[src/rtl/wsd_pkg.sv]
// Package for the WebSocket client deframer: result kinds, error codes,
// opcodes, parse phases and the result struct. No dependencies.
package wsd_pkg;

    localparam int MAX_W = 25;

    localparam logic [MAX_W-1:0] MAX_MSG_RESET = 25'(16 * 1024 * 1024);

    // result kinds
    localparam logic [2:0] KIND_DATA      = 3'd0;
    localparam logic [2:0] KIND_EMPTY_END = 3'd1;
    localparam logic [2:0] KIND_PING      = 3'd2;
    localparam logic [2:0] KIND_PING_END  = 3'd3;
    localparam logic [2:0] KIND_CLOSE     = 3'd4;
    localparam logic [2:0] KIND_ERROR     = 3'd5;

    // error codes
    localparam logic [2:0] ERR_MASKED     = 3'd0;
    localparam logic [2:0] ERR_FRAME_LONG = 3'd1;
    localparam logic [2:0] ERR_MSG_LONG   = 3'd2;
    localparam logic [2:0] ERR_NEW_OPEN   = 3'd3;
    localparam logic [2:0] ERR_ORPHAN     = 3'd4;
    localparam logic [2:0] ERR_OPCODE     = 3'd5;
    localparam logic [2:0] ERR_LINK_LOST  = 3'd6;

    // opcodes
    localparam logic [3:0] OP_CONT   = 4'h0;
    localparam logic [3:0] OP_TEXT   = 4'h1;
    localparam logic [3:0] OP_BINARY = 4'h2;
    localparam logic [3:0] OP_CLOSE  = 4'h8;
    localparam logic [3:0] OP_PING   = 4'h9;
    localparam logic [3:0] OP_PONG   = 4'hA;

    // 7-bit length escapes
    localparam logic [6:0] LEN_EXT16 = 7'd126;
    localparam logic [6:0] LEN_EXT64 = 7'd127;

    localparam logic [3:0] EXT16_BYTES = 4'd2;
    localparam logic [3:0] EXT64_BYTES = 4'd8;

    typedef enum logic [1:0] {
        PH_HDR0,
        PH_HDR1,
        PH_EXT,
        PH_PAYLOAD
    } phase_t;

    typedef struct packed {
        logic       vld;
        logic [2:0] kind;
        logic [7:0] payload_byte;
        logic       message_type;
        logic       last;
        logic [2:0] error_code;
    } res_t;

endpackage

[src/rtl/wsd_frame_parser.sv]
// Frame header parser and session state for the deframer.
// Depends on wsd_pkg. One byte per enabled cycle, result comes out combinationally.
module wsd_frame_parser
    import wsd_pkg::*;
(
    input  logic             clk,
    input  logic             rst_n,
    input  logic             step_en,
    input  logic [7:0]       rx_byte,
    input  logic             link_lost,
    input  logic [MAX_W-1:0] max_bytes,
    output res_t             res
);

    phase_t            phase_reg, phase_next;
    logic              closed_reg, closed_next;
    logic [3:0]        ext_cnt_reg, ext_cnt_next;
    logic              fin_reg, fin_next;
    logic [3:0]        opcode_reg, opcode_next;
    logic [63:0]       rem_reg, rem_next;
    logic              doomed_reg, doomed_next;
    logic [2:0]        dcode_reg, dcode_next;
    logic              open_reg, open_next;
    logic              type_reg, type_next;
    logic [MAX_W-1:0]  len_reg, len_next;

    logic              fire;
    logic              masked;
    logic              is_ext;
    logic              hdr_now;
    logic [63:0]       hdr_len;
    logic [MAX_W-1:0]  pay;
    logic [MAX_W:0]    len_sum;
    logic              too_long;
    logic              hdr_zero;
    logic              data_op;
    logic              ctl_known;
    logic              d3, d4, d2, d5;
    logic              doom_new;
    logic [2:0]        dcode_new;
    logic              type_hdr;
    logic              final_b;
    logic              clear_msg;

    assign fire     = step_en && !closed_reg && !link_lost;
    assign masked   = rx_byte[7];
    assign is_ext   = (rx_byte[6:0] == LEN_EXT16) || (rx_byte[6:0] == LEN_EXT64);

    assign hdr_now  = (phase_reg == PH_HDR1 && !masked && !is_ext)
                   || (phase_reg == PH_EXT && ext_cnt_reg == 4'd1);
    assign hdr_len  = (phase_reg == PH_HDR1) ? {57'd0, rx_byte[6:0]}
                                             : {rem_reg[55:0], rx_byte};
    assign pay      = hdr_len[MAX_W-1:0];
    assign too_long = (hdr_len[63:MAX_W] != '0) || (pay > max_bytes);
    assign hdr_zero = (hdr_len == 64'd0);
    assign len_sum  = {1'b0, len_reg} + {1'b0, pay};

    assign data_op   = (opcode_reg == OP_CONT) || (opcode_reg == OP_TEXT)
                    || (opcode_reg == OP_BINARY);
    assign ctl_known = (opcode_reg == OP_CLOSE) || (opcode_reg == OP_PING)
                    || (opcode_reg == OP_PONG);

    // deferred checks, decided at header end
    assign d3 = data_op && (opcode_reg != OP_CONT) && open_reg;
    assign d4 = (opcode_reg == OP_CONT) && !open_reg;
    assign d2 = data_op && !d3 && !d4 && !hdr_zero
             && ((len_reg > max_bytes) || (len_sum > {1'b0, max_bytes}));
    assign d5 = !data_op && !ctl_known;
    assign doom_new  = d3 || d4 || d2 || d5;
    assign dcode_new = d3 ? ERR_NEW_OPEN
                     : d4 ? ERR_ORPHAN
                     : d2 ? ERR_MSG_LONG
                     : ERR_OPCODE;

    assign type_hdr = (opcode_reg != OP_CONT) ? (opcode_reg == OP_BINARY) : type_reg;
    assign final_b  = (rem_reg == 64'd1);

    // result
    always_comb
    begin
        res = '0;
        if (step_en && !closed_reg)
        begin
            if (link_lost)
            begin
                res.vld        = 1'b1;
                res.kind       = KIND_ERROR;
                res.error_code = ERR_LINK_LOST;
            end
            else
            begin
                case (phase_reg)
                    PH_HDR1, PH_EXT:
                    begin
                        if (phase_reg == PH_HDR1 && masked)
                        begin
                            res.vld        = 1'b1;
                            res.kind       = KIND_ERROR;
                            res.error_code = ERR_MASKED;
                        end
                        else if (hdr_now && too_long)
                        begin
                            res.vld        = 1'b1;
                            res.kind       = KIND_ERROR;
                            res.error_code = ERR_FRAME_LONG;
                        end
                        else if (hdr_now && hdr_zero)
                        begin
                            if (doom_new)
                            begin
                                res.vld        = 1'b1;
                                res.kind       = KIND_ERROR;
                                res.error_code = dcode_new;
                            end
                            else if (data_op && fin_reg)
                            begin
                                res.vld          = 1'b1;
                                res.kind         = KIND_EMPTY_END;
                                res.message_type = type_hdr;
                                res.last         = 1'b1;
                            end
                            else if (opcode_reg == OP_CLOSE)
                            begin
                                res.vld  = 1'b1;
                                res.kind = KIND_CLOSE;
                            end
                            else if (opcode_reg == OP_PING)
                            begin
                                res.vld  = 1'b1;
                                res.kind = KIND_PING_END;
                                res.last = 1'b1;
                            end
                        end
                    end
                    PH_PAYLOAD:
                    begin
                        if (doomed_reg)
                        begin
                            if (final_b)
                            begin
                                res.vld        = 1'b1;
                                res.kind       = KIND_ERROR;
                                res.error_code = dcode_reg;
                            end
                        end
                        else if (data_op)
                        begin
                            res.vld          = 1'b1;
                            res.kind         = KIND_DATA;
                            res.payload_byte = rx_byte;
                            res.message_type = type_reg;
                            res.last         = final_b && fin_reg;
                        end
                        else if (opcode_reg == OP_PING)
                        begin
                            res.vld          = 1'b1;
                            res.kind         = KIND_PING;
                            res.payload_byte = rx_byte;
                            res.last         = final_b;
                        end
                        else if (opcode_reg == OP_CLOSE && final_b)
                        begin
                            res.vld  = 1'b1;
                            res.kind = KIND_CLOSE;
                        end
                    end
                    default:
                    begin
                        res = '0;
                    end
                endcase
            end
        end
    end

    // errors, close and message end all drop the open message
    assign clear_msg = res.vld && ((res.kind == KIND_ERROR) || (res.kind == KIND_CLOSE)
                    || (res.kind == KIND_EMPTY_END)
                    || (res.kind == KIND_DATA && res.last));

    // next phase
    always_comb
    begin
        phase_next = phase_reg;
        if (step_en && !closed_reg)
        begin
            if (link_lost)
            begin
                phase_next = PH_HDR0;
            end
            else
            begin
                case (phase_reg)
                    PH_HDR0:
                    begin
                        phase_next = PH_HDR1;
                    end
                    PH_HDR1:
                    begin
                        // unmasked escape codes go on to the extended length; a masked byte ends the header
                        if (masked)
                            phase_next = PH_HDR0;
                        else if (is_ext)
                            phase_next = PH_EXT;
                        else if (too_long || hdr_zero)
                            phase_next = PH_HDR0;
                        else
                            phase_next = PH_PAYLOAD;
                    end
                    PH_EXT:
                    begin
                        if (hdr_now)
                            phase_next = (too_long || hdr_zero) ? PH_HDR0 : PH_PAYLOAD;
                    end
                    PH_PAYLOAD:
                    begin
                        if (final_b)
                            phase_next = PH_HDR0;
                    end
                    default:
                    begin
                        phase_next = PH_HDR0;
                    end
                endcase
            end
        end
    end

    // datapath state
    always_comb
    begin
        closed_next  = closed_reg;
        ext_cnt_next = ext_cnt_reg;
        fin_next     = fin_reg;
        opcode_next  = opcode_reg;
        rem_next     = rem_reg;
        doomed_next  = doomed_reg;
        dcode_next   = dcode_reg;
        open_next    = open_reg;
        type_next    = type_reg;
        len_next     = len_reg;

        if (fire)
        begin
            case (phase_reg)
                PH_HDR0:
                begin
                    fin_next    = rx_byte[7];
                    opcode_next = rx_byte[3:0];
                end
                PH_HDR1:
                begin
                    if (!masked)
                    begin
                        if (is_ext)
                        begin
                            rem_next     = 64'd0;
                            ext_cnt_next = (rx_byte[6:0] == LEN_EXT16) ? EXT16_BYTES
                                                                       : EXT64_BYTES;
                        end
                        else
                        begin
                            rem_next = hdr_len;
                        end
                    end
                end
                PH_EXT:
                begin
                    rem_next     = hdr_len;
                    ext_cnt_next = ext_cnt_reg - 4'd1;
                end
                PH_PAYLOAD:
                begin
                    rem_next = rem_reg - 64'd1;
                end
                default:
                begin
                    rem_next = rem_reg;
                end
            endcase

            if (hdr_now && !too_long)
            begin
                doomed_next = doom_new;
                dcode_next  = doom_new ? dcode_new : ERR_MASKED;
                if (data_op && !doom_new)
                begin
                    if (opcode_reg != OP_CONT)
                    begin
                        open_next = 1'b1;
                        type_next = (opcode_reg == OP_BINARY);
                        len_next  = pay;
                    end
                    else
                    begin
                        len_next = len_sum[MAX_W-1:0];
                    end
                end
            end
        end

        if (clear_msg)
        begin
            open_next = 1'b0;
            len_next  = '0;
            if (res.kind == KIND_ERROR || res.kind == KIND_CLOSE)
                closed_next = 1'b1;
        end
    end

    always_ff @(posedge clk or negedge rst_n)
    begin
        if (!rst_n)
        begin
            phase_reg   <= PH_HDR0;
            closed_reg  <= 1'b0;
            ext_cnt_reg <= '0;
            fin_reg     <= 1'b0;
            opcode_reg  <= '0;
            rem_reg     <= '0;
            doomed_reg  <= 1'b0;
            dcode_reg   <= '0;
            open_reg    <= 1'b0;
            type_reg    <= 1'b0;
            len_reg     <= '0;
        end
        else
        begin
            phase_reg   <= phase_next;
            closed_reg  <= closed_next;
            ext_cnt_reg <= ext_cnt_next;
            fin_reg     <= fin_next;
            opcode_reg  <= opcode_next;
            rem_reg     <= rem_next;
            doomed_reg  <= doomed_next;
            dcode_reg   <= dcode_next;
            open_reg    <= open_next;
            type_reg    <= type_next;
            len_reg     <= len_next;
        end
    end

endmodule

[src/rtl/wsd_out_reg.sv]
// Result register of the deframer, drives the output channel.
// Depends on wsd_pkg (res_t).
module wsd_out_reg
    import wsd_pkg::*;
(
    input  logic       clk,
    input  logic       rst_n,
    input  logic       load,
    input  res_t       res,
    output logic       out_valid,
    output logic [2:0] kind,
    output logic [7:0] payload_byte,
    output logic       message_type,
    output logic       last,
    output logic [2:0] error_code
);

    logic vld_reg;
    res_t data_reg;

    always_ff @(posedge clk or negedge rst_n)
    begin
        if (!rst_n)
            vld_reg <= 1'b0;
        else if (load)
            vld_reg <= res.vld;
    end

    always_ff @(posedge clk)
    begin
        if (load && res.vld)
            data_reg <= res;
    end

    assign out_valid    = vld_reg;
    assign kind         = data_reg.kind;
    assign payload_byte = data_reg.payload_byte;
    assign message_type = data_reg.message_type;
    assign last         = data_reg.last;
    assign error_code   = data_reg.error_code;

endmodule

[src/rtl/websocket_client_deframer.sv]
// WebSocket client deframer, server-to-client direction (RFC 6455 framing).
// Path: an accepted request passes the input reg and then the result reg
// before its result can be taken. Throughput: one request per cycle when the
// output is not stalled; the per-byte parse is a single pass.
// Reset: rst_n async active low; parser returns to first header byte, session
// open, no message open, max_message_bytes = 16 MiB.
//
// Pipeline:
//   input register  -> holds one request (rx_byte, link_lost)
//   wsd_frame_parser -> header phases, length decode, deferred error checks,
//                       session/message state; advances once per request
//   wsd_out_reg     -> result register feeding the output channel
// The pipe advances whenever the result register is empty or being drained,
// so requests flow back to back. While a result waits, the input register
// still takes one request and then stalls the input.
// Requests that produce no result (header bytes, pong payload, swallowed
// payload of a doomed frame) simply leave the result register empty.
// Depends on wsd_pkg, wsd_frame_parser, wsd_out_reg.
module websocket_client_deframer
    import wsd_pkg::*;
(
    input  logic             clk,
    input  logic             rst_n,

    input  logic             cfg_write_en,
    input  logic [MAX_W-1:0] cfg_write_data,

    input  logic             in_valid,
    output logic             in_stall,
    input  logic [7:0]       rx_byte,
    input  logic             link_lost,

    output logic             out_valid,
    input  logic             out_stall,
    output logic [2:0]       kind,
    output logic [7:0]       payload_byte,
    output logic             message_type,
    output logic             last,
    output logic [2:0]       error_code
);

    logic             in_vld_reg;
    logic [7:0]       byte_reg;
    logic             lost_reg;
    logic [MAX_W-1:0] max_reg;
    logic             advance;
    res_t             res;

    // pipe moves when the result slot is free or draining this cycle
    assign advance  = !out_valid || !out_stall;
    assign in_stall = in_vld_reg && !advance;

    always_ff @(posedge clk or negedge rst_n)
    begin
        if (!rst_n)
            max_reg <= MAX_MSG_RESET;
        else if (cfg_write_en)
            max_reg <= cfg_write_data;
    end

    always_ff @(posedge clk or negedge rst_n)
    begin
        if (!rst_n)
            in_vld_reg <= 1'b0;
        else if (!in_stall)
            in_vld_reg <= in_valid;
    end

    always_ff @(posedge clk)
    begin
        if (!in_stall && in_valid)
        begin
            byte_reg <= rx_byte;
            lost_reg <= link_lost;
        end
    end

    wsd_frame_parser u_parser (
        .clk       (clk),
        .rst_n     (rst_n),
        .step_en   (in_vld_reg && advance),
        .rx_byte   (byte_reg),
        .link_lost (lost_reg),
        .max_bytes (max_reg),
        .res       (res)
    );

    wsd_out_reg u_out (
        .clk          (clk),
        .rst_n        (rst_n),
        .load         (advance),
        .res          (res),
        .out_valid    (out_valid),
        .kind         (kind),
        .payload_byte (payload_byte),
        .message_type (message_type),
        .last         (last),
        .error_code   (error_code)
    );

endmodule
[config.mk]
export PLATFORM = sky130hd
export DESIGN_NAME = websocket_client_deframer
export DESIGN_NICKNAME = d
export VERILOG_FILES = /design/src/rtl/wsd_pkg.sv /design/src/rtl/wsd_frame_parser.sv /design/src/rtl/wsd_out_reg.sv /design/src/rtl/websocket_client_deframer.sv
export SDC_FILE = /design/constraint.sdc
export NUM_CORES = 1
export LEC_CHECK = 0
export BUFFER_PORTS_ARGS = -buffer_cell sky130_fd_sc_hd__buf_4
export CAP_MARGIN = 15
export CELL_PAD_IN_SITES_DETAIL_PLACEMENT = 0
export CELL_PAD_IN_SITES_GLOBAL_PLACEMENT = 1
export CORE_MARGIN = 2
export CORE_UTILIZATION = 43
export DETAILED_ROUTE_END_ITERATION = 6
export PLACE_DENSITY_LB_ADDON = 0.1
export SYNTH_ARGS = -nofsm -noshare
export SYNTH_HDL_FRONTEND = slang
export SYNTH_SLANG_ARGS = --single-unit
[constraint.sdc]
create_clock -name clk -period 6 [get_ports clk]
set_clock_uncertainty 0.15 [all_clocks]
set_input_delay 1.2 -clock clk [delete_from_list [all_inputs] [get_ports clk]]
set_output_delay 1.2 -clock clk [all_outputs]
set_load 0.05 [all_outputs]
==> results.md <==
- Post-Syn Nets: between 1500 and 2000
- DR WL/cell: between 20 and 25 µm
- CP delay by family, top: compound AO/OA/AOI/OAI gates
- LEAKAGE: 6.85 nW
- CP startpoint kind: register
- Initial antenna violation count: 0
- Final core occ: 0.527
- Root Buffer Master: clkbuf_16
- Largest cells by area after synthesis: dfrtp_1 27%, ha_1 9.5%, edfxtp_1 6.1%
- Max reg flops: 64
- Antenna Nets Post-Route: 0
- Slew headroom: 0.242
- Setup TNS: 0 ns
- TritonCTS clock tree: built
- Initial core utilization: 0.439
- CTS H-Tree Depth: 4
- Crit path time final: around 6 ns
- Setup violators final: 0
- PnR worst setup slack: 0.0247 ns
- Crit Path Category: register to register
- Clock buffer depth: 2
- RSZ-0062 raised after global routing: true
- DRT iter0 DRCs: 1130
- Final Cell Area: 14700 µm²
- Top-area cell type share of the netlist area: 0.272
- CP Data Required Time: just over 6 ns
- Worst-path clk slew: about 0.070 ns
- Vias: ~12000
- # hold bufs at CTS: 0
- # rows: 61
- Predominant post-synthesis flop cell: dfrtp_1
- Max Cap Violations: 0
- Yosys reg bits: approximately 160
- First-pass GRT wire length: approximately 62000 µm
- Yosys top cell by area: dfrtp_1
- Syn-to-layout area delta: 20.3%
- Drt first pass iters: 6
- Critical path buffer and inverter count: 4
- Synth cell types: 85
- Die area: approximately 30000 µm²
- Reg area: about 4100 µm²
- GRT Util Overall: 0.266
- CTS sink cnt: 159
- I/O pin total: 57
- Fillcell total: 2695
- Async S/R FF share, synth: 0.843
- Final hold vios: 0
- CP max stage delay: ~0.42 ns
- Die Y-Extent: 173 µm
- Hold slack final: roughly 0.34 ns
- CP arrival: ~6.2 ns
- Inserted Clock Buffers: 17
- Fin. max-slew vios: 0
- GP Congestion: roughly 0.9
- Area of the multi-input gates: 7680 µm²
- Avg Inst Size Synth: between 8 and 9 µm²
- Total Nets Final: between 1500 and 2000
- Max FO, Critical Path: 7
- Syn. warnings: 0
- Fin crit share: 0.996
- P per Cell Area: around 170 nW/µm²
- Post-Place Cell Area: approximately 14000 µm²
- Global route overflow: 0
- Skew-Pair Late Insertion Delay: about 0.46 ns
- PortBufs: 56
- Seq/Total Area, Yosys: 0.335
- Hold WC Path Type: register to register
- Worst vdd ir: 199 µV
- Setup crit end kind: register
- Vias per inst: about 5.9
- Placement Setup Slack: -0.406 ns
- Mapped Cells: approximately 1500
- Share of cells above drive strength 1: 0.189
- Core box area: roughly 28000 µm²
- DPL Wire Length: ~29000 µm
- Synth Cell Area: between 10000 and 15000 µm²
- Status: finished, final reports clean
- Max Freq: roughly 170 MHz
- Pwr Total: 2.49 mW
- Slowest CP cell: a221o_1
- DIE WIDTH: around 170 µm
- Final wirelength: between 30000 and 40000 µm
- Number of global-route vias before repair: 10800
- Post-synth EDFFs: 25
- Worst-Margin Slew: 1.13 ns
- Pin count of the biggest net entering global routing: 69
- Number of non-filler instances in the completed layout: a little under 2000
- Detailed-route DRC error count: 0
- # placed instances: between 1500 and 2000
## logic make-up (layout without fill, tap and decap cells)
group / Yosys count / after routing / synth area share
XOR/XNOR: 37 / 37 / 0.0265
multiplexers: 32 / 32 / 0.0282
other: 0 / 1 / 0
buffers and inverters: 183 / 316 / 0.0580
AND/OR/NAND/NOR: 548 / 548 / 0.222
AO/OA/AOI/OAI: 411 / 411 / 0.231
flip-flops: 159 / 159 / 0.335
adder cells (fa/ha/maj): 97 / 97 / 0.0991
## final timing paths
kind                                     start                  end  slack (ns)  depth (start not counted)
max                                byte_reg[4]  u_parser.len_reg[8]        0.02                         25
min                        u_parser.closed_reg  u_parser.closed_reg        0.34                          2
max reg2reg                        byte_reg[4]  u_parser.len_reg[8]        0.02                         25
min reg2reg                u_parser.closed_reg  u_parser.closed_reg        0.34                          2
max in group asynchronous                rst_n      u_out.out_valid        4.06                          2
min in group asynchronous                rst_n  u_parser.len_reg[3]        0.54                          1
## Yosys cell counts, drive strengths merged (10+ instances only)
library cell / n
a31oi: 19
o21ai: 114
mux2: 20
nand2: 150
a311oi: 14
buf: 13
nand3: 34
a22oi: 15
a21o: 39
edfxtp: 25
a21oi: 83
and2: 13
nor2: 136
mux2i: 12
inv: 104
nor3: 75
nand4: 16
xnor2: 27
a222oi: 41
xor2: 10
or3: 23
nor4: 14
ha: 93
o211ai: 13
dfrtp: 133
o22ai: 10
or4: 19
nand2b: 14
nor2b: 24
clkbuf: 64
## where the power goes
group | total [mW] | internal, mW | leakage [nW] | switching [mW]
sequential | 1.13 | 1.11 | 1.97 | 0.0142
clock | 1.10 | 0.600 | 0.267 | 0.500
combinational | 0.261 | 0.0981 | 4.61 | 0.162
## placed cells by master (no fill, tap or decap), types with 13 or more instances in the layout
cell type,instances
xnor2_1,27
or4_1,17
nor2b_1,23
nand4_1,16
nand2_1,149
a21oi_1,78
dfrtp_1,133
nor2_1,129
a22oi_1,15
a222oi_1,41
a21o_1,39
o211ai_1,13
buf_4,163
nor3_1,72
and2_1,13
clkbuf_16,18
or3_1,23
nand2b_1,14
edfxtp_1,25
inv_1,104
a31oi_1,15
ha_1,90
o21ai_0,107
nand3_1,32
mux2_2,20
## metal layers
metal  global-route usage  wire (µm)  vias up
met3               0.0442       2230       48
li1                     -          -     5664
met4               0.0745        769        0
met5                    0          0        -
met2                0.410      17700      351
met1                0.387      18900     5604
## area by class of cell
type | count | share of cell area
Multi-Input combinational cell | 1125 | 0.521
Inverter | 106 | 0.0270
Timing Repair Buffer | 178 | 0.102
Tap cell | 378 | 0.0321
Clock buffer | 21 | 0.0313
Sequential cell | 159 | 0.279
Antenna cell | 1 | 0.000170
Clock inverter | 11 | 0.00730
## what timing repair did
| action | in CTS | in global routing |
|---|---|---|
| setup endpoints to repair | 46 | 51 |
| cloned | 3 | 0 |
| pin swaps | 19 | 15 |
| hold endpoints to repair | 0 | 0 |
| gates resized for setup | 30 | 28 |
| buffers inserted | 9 | 3 |
## tightest hold or removal path, delay by kind of cell (launching register included)
family | cells | cell delay (ns)
buffers and inverters | 1 | 0.06
DFF | 1 | 0.33
AOI/OAI and AO/OA | 1 | 0.06
(Power assumes the default switching activity.)
